### config.mk
export PLATFORM = sky130hd
export DESIGN_NAME = line_rasterizer_3d_top
export DESIGN_NICKNAME = d
export VERILOG_FILES = /design/src/design/lr3d_pkg.sv /design/src/design/line_rasterizer_3d_top.sv /design/src/design/lr3d_setup.sv /design/src/design/lr3d_stepper.sv
export SDC_FILE = /design/constraint.sdc
export NUM_CORES = 1
export LEC_CHECK = 0
export ABC_AREA = 1
export BUFFER_PORTS_ARGS = -buffer_cell sky130_fd_sc_hd__clkbuf_2
export CAP_MARGIN = 20
export CORE_MARGIN = 2
export CORE_UTILIZATION = 60
export DETAILED_ROUTE_END_ITERATION = 10
export GPL_TIMING_DRIVEN = 0
export HOLD_SLACK_MARGIN = 0.08
export MAX_ROUTING_LAYER = met4
export PLACE_DENSITY = 0.79
export SETUP_SLACK_MARGIN = 0.2
export SYNTH_ARGS = -nofsm -noshare
export SYNTH_HDL_FRONTEND = slang
export SYNTH_SLANG_ARGS = --single-unit
### constraint.sdc
create_clock -name clk -period 4.47 [get_ports clk]
set_input_delay 0 -clock clk [delete_from_list [all_inputs] [get_ports clk]]
set_output_delay 0 -clock clk [all_outputs]
set_load 0.01 [all_outputs]
### src/design/lr3d_pkg.sv
// ----------------------------------------------------------------------------
// lr3d_pkg: shared types for the 3D line rasterizer
// Transaction payload structs, axis codes and sequencer states.
// ----------------------------------------------------------------------------
`timescale 1ns / 1ps

package lr3d_pkg;

  // Width of every coordinate field on the ports.
  localparam int FIELD_BITS = 6;

  typedef logic [FIELD_BITS-1:0] coord_field_t;

  // One line request transaction.
  typedef struct packed {
    coord_field_t start_x;
    coord_field_t start_y;
    coord_field_t start_z;
    coord_field_t end_x;
    coord_field_t end_y;
    coord_field_t end_z;
  } line_req_t;

  // One voxel result transaction.
  typedef struct packed {
    coord_field_t point_x;
    coord_field_t point_y;
    coord_field_t point_z;
    logic         last_point;
  } voxel_t;

  // Axis codes, also used as indexes into per-axis vectors.
  typedef enum logic [1:0] {
    AXIS_X = 2'd0,
    AXIS_Y = 2'd1,
    AXIS_Z = 2'd2
  } axis_t;

  // Sequencer states.
  typedef enum logic [1:0] {
    ST_IDLE,
    ST_LOAD,
    ST_RUN
  } state_t;

endpackage

### src/design/line_rasterizer_3d_top.sv
// ----------------------------------------------------------------------------
// line_rasterizer_3d_top: 3D Bresenham line rasterizer
// The sequencer goes from idle, where start is taken, to a load state that loads
// the stepper, then to a run state that gives one voxel per cycle up to and
// including the end point; a new line is taken only once back in idle.
// Reset returns the sequencer to idle; the receiver cannot stall results.
// Each voxel is a one-cycle transaction on result, marked by result_valid.
// ----------------------------------------------------------------------------
`timescale 1ns / 1ps

module line_rasterizer_3d_top #(
  parameter int COORD_BITS = 6
) (
  input  logic                clk,
  input  logic                rst,
  input  logic                start,
  output logic                busy,
  input  lr3d_pkg::line_req_t req,
  output logic                result_valid,
  output lr3d_pkg::voxel_t    result
);
  import lr3d_pkg::*;

  state_t state;
  state_t state_next;

  logic                          accept;
  logic                          load_step;
  logic                          advance;
  logic [2:0][COORD_BITS-1:0]    origin;
  logic [2:0]                    dir_up;
  axis_t                         major;
  axis_t                         minor1;
  axis_t                         minor2;
  logic [COORD_BITS-1:0]         length;
  logic [COORD_BITS:0]           inc1;
  logic [COORD_BITS:0]           inc2;
  logic [COORD_BITS:0]           dec;
  logic signed [COORD_BITS+2:0]  err1_init;
  logic signed [COORD_BITS+2:0]  err2_init;
  logic [2:0][COORD_BITS-1:0]    cur;
  logic                          last;

  // Setup stage captures the line plan on an accepted transaction.
  lr3d_setup #(
    .COORD_BITS(COORD_BITS)
  ) u_setup (
    .clk       (clk),
    .load      (accept),
    .req       (req),
    .origin    (origin),
    .dir_up    (dir_up),
    .major     (major),
    .minor1    (minor1),
    .minor2    (minor2),
    .length    (length),
    .inc1      (inc1),
    .inc2      (inc2),
    .dec       (dec),
    .err1_init (err1_init),
    .err2_init (err2_init)
  );

  // Step unit walks the line one voxel per cycle.
  lr3d_stepper #(
    .COORD_BITS(COORD_BITS)
  ) u_stepper (
    .clk       (clk),
    .load      (load_step),
    .advance   (advance),
    .origin    (origin),
    .dir_up    (dir_up),
    .major     (major),
    .minor1    (minor1),
    .minor2    (minor2),
    .length    (length),
    .inc1      (inc1),
    .inc2      (inc2),
    .dec       (dec),
    .err1_init (err1_init),
    .err2_init (err2_init),
    .cur       (cur),
    .last      (last)
  );

  // Sequencer state register.
  always_ff @(posedge clk) begin
    if (rst) begin
      state <= ST_IDLE;
    end else begin
      state <= state_next;
    end
  end

  // Next state and control outputs.
  always_comb begin
    state_next   = state;
    busy         = 1'b1;
    accept       = 1'b0;
    load_step    = 1'b0;
    advance      = 1'b0;
    result_valid = 1'b0;
    case (state)
      ST_IDLE: begin
        busy   = 1'b0;
        accept = start;
        if (start) begin
          state_next = ST_LOAD;
        end
      end
      ST_LOAD: begin
        load_step  = 1'b1;
        state_next = ST_RUN;
      end
      ST_RUN: begin
        result_valid = 1'b1;
        advance      = 1'b1;
        if (last) begin
          state_next = ST_IDLE;
        end
      end
      default: begin
        state_next = ST_IDLE;
      end
    endcase
  end

  // Result transaction comes straight from the step unit registers.
  assign result.point_x    = coord_field_t'(cur[AXIS_X]);
  assign result.point_y    = coord_field_t'(cur[AXIS_Y]);
  assign result.point_z    = coord_field_t'(cur[AXIS_Z]);
  assign result.last_point = last;

endmodule

### src/design/lr3d_setup.sv
// ----------------------------------------------------------------------------
// lr3d_setup: line setup stage
// Registers the start point, per-axis directions, the driving axis and the
// initial error terms and increments for one line request.
// ----------------------------------------------------------------------------
`timescale 1ns / 1ps

module lr3d_setup #(
  parameter int COORD_BITS = 6
) (
  input  logic                           clk,
  input  logic                           load,
  input  lr3d_pkg::line_req_t            req,
  output logic [2:0][COORD_BITS-1:0]     origin,
  output logic [2:0]                     dir_up,
  output lr3d_pkg::axis_t                major,
  output lr3d_pkg::axis_t                minor1,
  output lr3d_pkg::axis_t                minor2,
  output logic [COORD_BITS-1:0]          length,
  output logic [COORD_BITS:0]            inc1,
  output logic [COORD_BITS:0]            inc2,
  output logic [COORD_BITS:0]            dec,
  output logic signed [COORD_BITS+2:0]   err1_init,
  output logic signed [COORD_BITS+2:0]   err2_init
);
  import lr3d_pkg::*;

  localparam int EW = COORD_BITS + 3;

  logic [2:0][COORD_BITS-1:0] src;
  logic [2:0][COORD_BITS-1:0] dst;
  logic [2:0][COORD_BITS-1:0] delta;
  logic [2:0]                 up;
  axis_t                      major_c;
  axis_t                      minor1_c;
  axis_t                      minor2_c;
  logic [COORD_BITS-1:0]      d_major;
  logic [COORD_BITS-1:0]      d_minor1;
  logic [COORD_BITS-1:0]      d_minor2;

  // Bits above the grid width are ignored.
  assign src[0] = req.start_x[COORD_BITS-1:0];
  assign src[1] = req.start_y[COORD_BITS-1:0];
  assign src[2] = req.start_z[COORD_BITS-1:0];
  assign dst[0] = req.end_x[COORD_BITS-1:0];
  assign dst[1] = req.end_y[COORD_BITS-1:0];
  assign dst[2] = req.end_z[COORD_BITS-1:0];

  // Absolute delta and direction of each axis.
  always_comb begin
    for (int a = 0; a < 3; a++) begin
      up[a]    = dst[a] > src[a];
      delta[a] = up[a] ? (dst[a] - src[a]) : (src[a] - dst[a]);
    end
  end

  // Driving axis: x wins ties, then y over z.
  always_comb begin
    if (delta[0] >= delta[1] && delta[0] >= delta[2]) begin
      major_c  = AXIS_X;
      minor1_c = AXIS_Y;
      minor2_c = AXIS_Z;
      d_major  = delta[0];
      d_minor1 = delta[1];
      d_minor2 = delta[2];
    end else if (delta[1] >= delta[2]) begin
      major_c  = AXIS_Y;
      minor1_c = AXIS_X;
      minor2_c = AXIS_Z;
      d_major  = delta[1];
      d_minor1 = delta[0];
      d_minor2 = delta[2];
    end else begin
      major_c  = AXIS_Z;
      minor1_c = AXIS_Y;
      minor2_c = AXIS_X;
      d_major  = delta[2];
      d_minor1 = delta[1];
      d_minor2 = delta[0];
    end
  end

  // Capture the line plan when a request is taken.
  always_ff @(posedge clk) begin
    if (load) begin
      origin    <= src;
      dir_up    <= up;
      major     <= major_c;
      minor1    <= minor1_c;
      minor2    <= minor2_c;
      length    <= d_major;
      inc1      <= {d_minor1, 1'b0};
      inc2      <= {d_minor2, 1'b0};
      dec       <= {d_major, 1'b0};
      err1_init <= $signed({2'b00, d_minor1, 1'b0}) - $signed(EW'(d_major));
      err2_init <= $signed({2'b00, d_minor2, 1'b0}) - $signed(EW'(d_major));
    end
  end

endmodule

### src/design/lr3d_stepper.sv
// ----------------------------------------------------------------------------
// lr3d_stepper: voxel step unit
// Holds the current voxel and both error terms, and advances the line by one
// voxel per cycle under control of the sequencer.
// ----------------------------------------------------------------------------
`timescale 1ns / 1ps

module lr3d_stepper #(
  parameter int COORD_BITS = 6
) (
  input  logic                           clk,
  input  logic                           load,
  input  logic                           advance,
  input  logic [2:0][COORD_BITS-1:0]     origin,
  input  logic [2:0]                     dir_up,
  input  lr3d_pkg::axis_t                major,
  input  lr3d_pkg::axis_t                minor1,
  input  lr3d_pkg::axis_t                minor2,
  input  logic [COORD_BITS-1:0]          length,
  input  logic [COORD_BITS:0]            inc1,
  input  logic [COORD_BITS:0]            inc2,
  input  logic [COORD_BITS:0]            dec,
  input  logic signed [COORD_BITS+2:0]   err1_init,
  input  logic signed [COORD_BITS+2:0]   err2_init,
  output logic [2:0][COORD_BITS-1:0]     cur,
  output logic                           last
);
  import lr3d_pkg::*;

  localparam int EW = COORD_BITS + 3;

  logic signed [EW-1:0]        err1;
  logic signed [EW-1:0]        err2;
  logic [COORD_BITS-1:0]       count;
  logic signed [EW-1:0]        err1_next;
  logic signed [EW-1:0]        err2_next;
  logic [2:0][COORD_BITS-1:0]  cur_next;
  logic                        take1;
  logic                        take2;
  logic [2:0]                  step;

  // A minor axis steps when its error term is not negative.
  assign take1 = !err1[EW-1];
  assign take2 = !err2[EW-1];

  always_comb begin
    for (int a = 0; a < 3; a++) begin
      step[a] = (major == axis_t'(2'(a))) ||
                (take1 && minor1 == axis_t'(2'(a))) ||
                (take2 && minor2 == axis_t'(2'(a)));
      if (step[a]) begin
        cur_next[a] = dir_up[a] ? (cur[a] + COORD_BITS'(1)) : (cur[a] - COORD_BITS'(1));
      end else begin
        cur_next[a] = cur[a];
      end
    end
  end

  // Error update: pay back twice the major delta on a step, then add the increment.
  always_comb begin
    err1_next = err1 + $signed(EW'(inc1)) - (take1 ? $signed(EW'(dec)) : '0);
    err2_next = err2 + $signed(EW'(inc2)) - (take2 ? $signed(EW'(dec)) : '0);
  end

  // The current voxel is the last one once the count reaches the major delta.
  assign last = (count == length);

  always_ff @(posedge clk) begin
    if (load) begin
      cur   <= origin;
      err1  <= err1_init;
      err2  <= err2_init;
      count <= '0;
    end else if (advance) begin
      cur   <= cur_next;
      err1  <= err1_next;
      err2  <= err2_next;
      count <= count + COORD_BITS'(1);
    end
  end

endmodule
After elaboration in Yosys (flattened, before gate mapping)
Index checks and enable logic that the tools add are counted.
Operators by class
  add/subtract/negate cells: 19
  multiplexer cells: 33
  reduce and logical (&&, ||, !) cells: 27
  $lt $le $gt $ge: 6
  equality and inequality tests: 11
Operator list (count)
  two-way mux 6 bit: 15
  two-way mux 18 bit: 2
  two-way mux 9 bit: 4
  subtractor 6 bit: 6
  adder 6 x 1 -> 6 bit (second input constant): 4
  adder 9 x 7 -> 9 bit: 2
  greater-or-equal comparator 6 bit: 3
  greater-than comparator 6 bit: 3
  subtractor 6 x 1 -> 6 bit (second input constant): 3
  subtractor 9 bit: 2
  subtractor 7 x 6 -> 8 bit: 2
  two-way mux 7 bit: 2
  == test 2 x 1 -> 1 bit (second input constant): 4
  == test 2 bit (second input constant): 4
  logical NOT 2 bit: 4
  two-way mux 2 bit: 4
  AND reduction 2 bit: 4
  nonzero test 2 bit: 4
  logical AND 1 bit: 7
  == test 6 bit: 1
  logical OR 1 bit: 6
  case mux 2 bit (3 select lines): 1
  two-way mux 1 bit: 5
  != test 2 bit (second input constant): 2
  logical NOT 1 bit: 2
Word-level totals
  bits of input ports: 39
  word-level logic and storage cells: 115
  register bits: 107
  output and inout port bits: 21

Depth between registers and ports, before layout
Gate-level depths: netlist of run 1.
  word-level depth: 7
  gate-level depth with buffers: 34
  depth with buffers taken out: 33

Hierarchy
A second synthesis of run 1 with hierarchy kept.
Second synthesis, totals
  cells, all modules: 1221
  area, all modules: 9395.3 µm²
Modules (own cells, without submodules)
  lr3d_setup: cells an instance 648, instances 1, sequential area each 1711.6 µm², area each 5378.9 µm²
  lr3d_stepper: cells an instance 558, instances 1, sequential area each 1201.2 µm², area each 3901.2 µm²
  line_rasterizer_3d_top: cells an instance 15, instances 1, sequential area each 40.0 µm², area each 115.1 µm²

Worst setup path after synthesis of run 1
Ideal clock, no wire load.
  path kind: input port to flip-flop
  start point: in req[0] (netlist bit)
  end point: reg u_setup.err2_init[6], data pin
  path slack: 0.985 ns
  arrival time: 3.233 ns
  data required time: 4.217 ns
  setup time: 0.253 ns
  stages: 32
  path buffers: 1
  cell sequence: inv_1 -> ha_1 -> fa_1 -> inv_1 -> nand2_1 -> nand2_1 -> nand3_2 -> nand2_4 -> nand2_4 -> inv_1 -> nand2_1 -> nand2_1 -> ha_1 -> nand2_1 -> inv_1 -> a21oi_1 -> nand2_1 -> nand2_4 -> nand2_2 -> buf_4 -> nor2_1 -> nor2_2 -> nand2_2 -> nand2_1 -> and2_1 -> ha_1 -> inv_1 -> nand2_1 -> nand3_1 -> nand3_1 -> nand2_1 -> nand2_1
Between the ends
  longest elaborated chain between the ends: 6
  elaborated cells between the ends (all ways): 12
  those cells by class: 3 x add/sub; 3 x order compare; 5 x mux; 1 x reduce/logical
Ends and longest elaborated chain
  start, declared: line line_rasterizer_3d_top.sv:18  | input lr3d_pkg::line_req_t req,
  greater-than comparator 6 bit (*): line lr3d_setup.sv:52  | up[a] = dst[a] > src[a];
  net u_setup.up[2]: line lr3d_setup.sv:33  | logic [2:0] up;
  two-way mux 6 bit (*): line lr3d_setup.sv:53  | delta[a] = up[a] ? (dst[a] - src[a]) : (src[a] - dst[a]);
  greater-or-equal comparator 6 bit, on equally long branches: line lr3d_setup.sv:66, lr3d_setup.sv:59
  two-way mux 6 bit or logical AND 1 bit (tied branches): line lr3d_setup.sv:66, lr3d_setup.sv:59
  two-way mux 6 bit (*): line lr3d_setup.sv:59  | if (delta[0] >= delta[1] && delta[0] >= delta[2]) begin
  net u_setup.d_major[1]: line lr3d_setup.sv:37  | logic [COORD_BITS-1:0] d_major;
  subtractor 7 x 6 -> 8 bit (*): line lr3d_setup.sv:96  | err2_init <= $signed({2'b00, d_minor2, 1'b0}) - $signed(EW'(d_major));
  end signal, assigned: line lr3d_setup.sv:96
  end, declared: line lr3d_setup.sv:24  | output logic signed [COORD_BITS+2:0] err2_init
Mark *: on every way through the listed nets, which the timed path passes. The rest lies on a longest branch.
A chain may end at the register's enable or synchronous reset.

Final worst setup path of run 1
  start point: in req[20] (netlist bit)
  end point: reg u_setup.err2_init[6], data pin
Between the ends
  longest elaborated chain between the ends: 6
  elaborated cells between the ends (all ways): 12
  those cells by class: 3 x add/sub; 3 x order compare; 5 x mux; 1 x reduce/logical
Ends and longest elaborated chain (line)
  subtractor 6 bit or greater-than comparator 6 bit (tied branches): lr3d_setup.sv:53, lr3d_setup.sv:52
  two-way mux 6 bit (*): lr3d_setup.sv:53
  greater-or-equal comparator 6 bit, on equally long branches: lr3d_setup.sv:66, lr3d_setup.sv:59
  two-way mux 6 bit or logical AND 1 bit (tied branches): lr3d_setup.sv:66, lr3d_setup.sv:59
  two-way mux 6 bit (*): lr3d_setup.sv:59
  net u_setup.d_major[1]: lr3d_setup.sv:37
  subtractor 7 x 6 -> 8 bit (*): lr3d_setup.sv:96
Marks and branches as above.

==> flow_metrics.env, run 1 <==
export IMPL_cts_root_buf="clkbuf_16"
export IMPL_drive_above_1_share_pct=17.9
export IMPL_required_ps=4580
export IMPL_async_flop_share_pct=0
export IMPL_synth_cells=1063
export IMPL_ys_seq_area_share_pct=33.9
export IMPL_maxCapViolCount=0
export IMPL_dieWidth_um=123
export IMPL_initial_core_util_pct=61.4
export IMPL_final_cells=1353
export IMPL_clk_pin_slew_ps=70
export IMPL_max_slew_margin_pct=36.6
export IMPL_routed_wl_mm=19.7
export IMPL_grt_ovfl_total=0
export IMPL_cp_max_fo=8
export IMPL_htree_levels=3
export IMPL_synth_net_count=1209
export IMPL_slowest_stage="dlygate4sd3_1"
export IMPL_cpMostUsedCell="nand2_1"
export IMPL_final_antenna_net_count=0
export IMPL_critical_path_class="input port to register"
export IMPL_ff2ff_path_depth=16
export IMPL_ys_flop_type="edfxtp_1"
export IMPL_pin_count=60
export IMPL_ir_drop_uv=404
export IMPL_clock_latency_ps=350
export IMPL_area_delta_synth_final_pct=14.4
export IMPL_cp_arrival_ps=4180
export IMPL_synth_edf_count=91
export IMPL_grt_pass1_wl_mm=31.6
export IMPL_wire_per_inst_um=14.6
export IMPL_rsz0062_at_grt="no"
export IMPL_dr_wl_met2_mm=9.46
export IMPL_final_cell_mix="nand2_1, inv_1, edfxtp_1"
export IMPL_slew_viol_final=0
export IMPL_leakage_nw=4.99
export IMPL_layout_setup_ws_ps=404
export IMPL_first_iter_violations=565
export IMPL_core_rowCount=43
export IMPL_ys_types=49
export IMPL_yosys_warnings=0
export IMPL_cts_buffer_depth=2
export IMPL_finalSetupViolCount=0
export IMPL_reg2reg_to="u_stepper.err2[8]"
export IMPL_min_path_type="input port to register"
export IMPL_n_fill_cell=1081
export IMPL_die_area_um2=15200
export IMPL_ys_ff_latch=99
export IMPL_clock_sinks=99
export IMPL_core_area_um2=13900
export IMPL_antenna_cells=0
export IMPL_worst_pin_slew_ps=951
export IMPL_first_pass_iters=5
export IMPL_viasPerCell=5.26
export IMPL_die_h_um=123
export IMPL_max_stage_delay_ps=550
export IMPL_grt_max_degree=34
export IMPL_mostFrequentLayoutCell="nand2_1"
export IMPL_crit_end="u_setup.err2_init[6]"
export IMPL_finalInstanceArea_um2=9760
export IMPL_antenna_found_initial=0
export IMPL_place_inst=1303
export IMPL_maxUsedRoutingLayer="met4"
export IMPL_grt_pass1_vias=6600
export IMPL_syn_mean_instance_area_um2=8.02
export IMPL_drt_met1_wl_mm=8.65
export IMPL_clock_fmax_ghz=0.246
export IMPL_dpl_cell_area_um2=9070
export IMPL_hold_depth=4
export IMPL_grt_usage_pct=27.9
export IMPL_hpwlAfterDp_mm=14.8
export IMPL_numCtsBuffers=9
export IMPL_place_ws_ps=193
export IMPL_drcViolationCount=0
export IMPL_final_setup_tns_ps=0
export IMPL_cts_tree="built"
export IMPL_r2r_setup_slack_ps=1150
export IMPL_vias=7116
export IMPL_cp_start_kind="input port"
export IMPL_r2r_start="u_stepper.err2[8]"
export IMPL_place_congestion=1.01
export IMPL_dr_wl_met3_mm=1.11
export IMPL_status="complete, no violations"
export IMPL_port_buffers=59
export IMPL_nets=1314
export IMPL_power_density_nw_per_um2=879
export IMPL_synth_area_um2=8530
export IMPL_startpoint="req[20]"
export IMPL_min_period_over_period_pct=91.0
export IMPL_skew_ps=7.72
export IMPL_fin_crit_ps=4070
export IMPL_hold_viol=0
export IMPL_critPathCaptureType="register"
-- layer usage --
metal | track usage (%) | vias up
li1 | - | 3597
met1 | 36.4 | 3253
met2 | 45.2 | 215
met3 | 3.46 | 51
met4 | 9.45 | 0
met5 | - | -
-- worst min-delay path by stage --
| stage | start | end | slack, ps |
|---|---|---|---|
| after global routing | start | state[1] | 120 |
| after CTS | start | state[1] | 80 |
| final | start | state[1] | 90 |
| after global placement | rst | state[0] | 190 |
| after floorplan | rst | state[0] | 80 |
| after detailed placement | rst | state[0] | 190 |
-- sequential cells by signal, indices dropped and copies added (netlist names), 2 cells and up --
name / flops
u_setup.inc1: 6
state: 2
u_setup.origin: 18
u_setup.major: 2
u_stepper.err2: 8
u_setup.inc2: 6
u_stepper.count: 6
u_setup.length: 5
u_setup.err1_init: 7
u_setup.err2_init: 8
u_setup.dir_up: 3
u_stepper.err1: 8
u_stepper.cur: 18
-- through the flow --
step	total power, mW	util [%]	hold slack (ps)
2_1_floorplan	6.19	-	78.5
3_3_place_gp	7.27	65.2	186
3_5_place_dp	7.45	65.3	189
4_1_cts	8.32	68.8	83.8
5_1_grt	9.43	70.3	120
6_report	8.58	70.3	89.7
-- power by group --
part           switching [mW]  internal (mW)
clock network           0.343          0.411
logic                    3.64           2.15
registers               0.183           1.85
-- timing repair --
item / 4_1_cts / 5_1_grt
hold endpoints to repair: 20 / 0
gates resized for setup: 0 / 31
endpoints found under the setup margin: 0 / 11
setup buffers: 0 / 14
hold buffers: 20 / 0
-- cell families (layout without fill, tap and decap cells) --
kind of cell / after synthesis / in the layout / synth area share (%)
AND/OR/NAND/NOR: 472 / 472 / 26.2
buffers and inverters: 241 / 351 / 11.1
AO/OA/AOI/OAI: 117 / 117 / 8.20
adder cells (fa/ha/maj): 107 / 107 / 17.7
flip-flops: 99 / 99 / 33.9
XOR/XNOR: 27 / 27 / 2.77
-- layout make-up --
class                      instances  area [um^2]  area share (%)
buffer                            17          105            1.08
clock buffer                      13          260            2.67
clock inverter                     3         22.5           0.231
inverter                         224          853            8.74
multi-input combinational        723         4780            49.0
sequential                        99         2890            29.6
tap                              180          225            2.31
timing repair buffer              94          621            6.36
-- cells in the mapped netlist, drive strengths merged, types with 4 or more instances --
library cell	number	area [um^2]
a31oi	7	43.8
nor2	83	347
nand4	7	80.1
nand2	299	1330
fa	23	460
ha	84	1050
inv	220	826
o21ai	41	220
xnor2	10	87.6
clkbuf	9	33.8
or2	6	37.5
o211ai	12	90.1
buf	8	63.8
a21oi	39	210
nand3	64	368
nor3	9	45.0
xor2	17	149
edfxtp	91	2730
dfxtp	8	160
clkinv	4	27.5
o31ai	6	45.0
-- worst max-delay path: cells and delay by family --
family	cells	cell delay [ps]
adder cells (fa/ha/maj)	3	770
AND/OR/NAND/NOR	21	1970
AO/OA/AOI/OAI	1	160
buffers and inverters	7	1280
(Power assumes the default switching activity.)
==> run 2: changes to the inputs <==
Clock period 4.47 ns to 4.4 ns, I/O delays scaled along.
==> run 2 against run 1 <==
  * Combinational power barely moved
  * First-iteration DRC count fell by 1.2%
  * Via count fell by 0.60%
==> flow_metrics.env, run 2 (synthesis gave the netlist of run 1 again) <==
export IMPL_final_antenna_net_count=0
export IMPL_reg_largest_list="u_setup.origin x18, u_stepper.cur x18"
export IMPL_pin_count=60
export IMPL_cts_root_buf="clkbuf_16"
export IMPL_max_stage_delay_ps=530
export IMPL_mostFrequentLayoutCell="nand2_1"
export IMPL_clock_latency_ps=350
export IMPL_min_path_type="input port to register"
export IMPL_r2r_start="u_stepper.err2[8]"
export IMPL_clock_fmax_ghz=0.251
export IMPL_viasPerCell=5.24
export IMPL_cp_start_kind="input port"
export IMPL_core_area_um2=13900
export IMPL_finalInstanceArea_um2=9690
export IMPL_dpl_cell_area_um2=9070
export IMPL_cts_buffer_depth=2
export IMPL_power_density_nw_per_um2=890
export IMPL_fin_crit_ps=3980
export IMPL_slowest_stage="dlygate4sd3_1"
export IMPL_grt_max_degree=34
export IMPL_die_h_um=123
export IMPL_finalSetupViolCount=0
export IMPL_skew_ps=6.99
export IMPL_final_cell_mix="nand2_1, inv_1, edfxtp_1"
export IMPL_cp_max_fo=10
export IMPL_antenna_cells=0
export IMPL_cts_tree="built"
export IMPL_antenna_found_initial=0
export IMPL_clock_sinks=99
export IMPL_nets=1310
export IMPL_place_congestion=1.01
export IMPL_required_ps=4510
export IMPL_ir_drop_uv=396
export IMPL_cp_arrival_ps=4100
export IMPL_seqCellArea_um2=2890
export IMPL_status="complete, no violations"
export IMPL_grt_usage_pct=27.9
export IMPL_hpwlAfterDp_mm=14.8
export IMPL_reg2reg_to="u_stepper.err2[8]"
export IMPL_clk_pin_slew_ps=70
export IMPL_initial_core_util_pct=61.4
export IMPL_rsz0062_at_grt="no"
export IMPL_area_delta_synth_final_pct=13.6
export IMPL_final_setup_tns_ps=0
export IMPL_numCtsBuffers=9
export IMPL_multi_input_area_um2=4740
export IMPL_critical_path_class="input port to register"
export IMPL_maxCapViolCount=0
export IMPL_first_pass_iters=5
export IMPL_port_buffers=59
export IMPL_hold_end="state[1]"
export IMPL_max_slew_margin_pct=37.4
export IMPL_slew_viol_final=0
export IMPL_dieWidth_um=123
export IMPL_grt_ovfl_total=0
export IMPL_hold_depth=4
export IMPL_r2r_setup_slack_ps=1070
export IMPL_ff2ff_path_depth=16
export IMPL_cpMostUsedCell="nand2_1"
export IMPL_hold_viol=0
export IMPL_min_period_over_period_pct=90.5
export IMPL_critPathCaptureType="register"
export IMPL_htree_levels=3
export IMPL_drcViolationCount=0
export IMPL_grt_pass1_wl_mm=31.6
export IMPL_n_fill_cell=1100
export IMPL_min_from="start"
export IMPL_core_rowCount=43
export IMPL_drive_above_1_share_pct=16.7
export IMPL_first_iter_violations=558
export IMPL_grt_pass1_vias=6593
export IMPL_wire_per_inst_um=14.5
export IMPL_leakage_nw=4.97
export IMPL_routed_wl_mm=19.6
export IMPL_worst_pin_slew_ps=938
export IMPL_die_area_um2=15200
export IMPL_vias=7073
==> run 2: worst max path at each step <==
stage	start	to	depth (start not counted)
6_report	req[23]	u_setup.err2_init[6]	32
5_1_grt	req[23]	u_setup.err2_init[6]	32
4_1_cts	req[23]	u_setup.err2_init[6]	30
3_5_place_dp	req[0]	u_setup.err2_init[6]	31
3_3_place_gp	req[0]	u_setup.err1_init[6]	31
2_1_floorplan	req[0]	u_setup.err2_init[6]	32
==> run 2: layer usage <==
metal | wire length [um] | up-vias | GRT usage [%]
met5 | 0 | - | -
met4 | 439 | 0 | 9.45
met1 | 8800 | 3225 | 36.5
met3 | 978 | 43 | 3.51
met2 | 9330 | 217 | 45.0
li1 | - | 3588 | -
==> run 2: critical path: cells and delay by family <==
family,cells,cell delay (ps)
simple gates,20,1970
buf+inv,8,1150
fa+ha+maj,3,810
compound gates,1,160
==> run 2: cell type report <==
cell class | count | area share, %
clock inverters | 3 | 0.232
well taps | 180 | 2.32
plain buffers | 17 | 1.01
repair buffers | 90 | 6.10
clock buffers | 13 | 2.69
inverters | 224 | 8.81
multi-input cells | 723 | 49.0
flip-flops and latches | 99 | 29.9
==> run 2: metrics by stage <==
step	power, mW	utilization, %	setup WS, ps	instances	hold slack [ps]
2_1_floorplan	6.29	-	915	1063	78.5
3_3_place_gp	7.38	65.2	194	1302	186
3_5_place_dp	7.57	65.3	123	1303	189
4_1_cts	8.45	68.8	290	1339	83.8
5_1_grt	9.49	69.8	179	1349	120
6_report	8.62	69.8	416	1349	90.9
==> run 2: where the power goes <==
part	leakage, nW	total [mW]	internal [mW]	switching (mW)
clock network	0.140	0.765	0.417	0.347
registers	0.925	2.06	1.88	0.186
logic	3.90	5.79	2.13	3.66
==> run 2: repair_timing <==
item,4_1_cts,5_1_grt
hold buffers,20,0
resized for setup,0,18
setup buffers,0,10
setup endpoints to repair,0,9
endpoints found under the hold margin,20,0
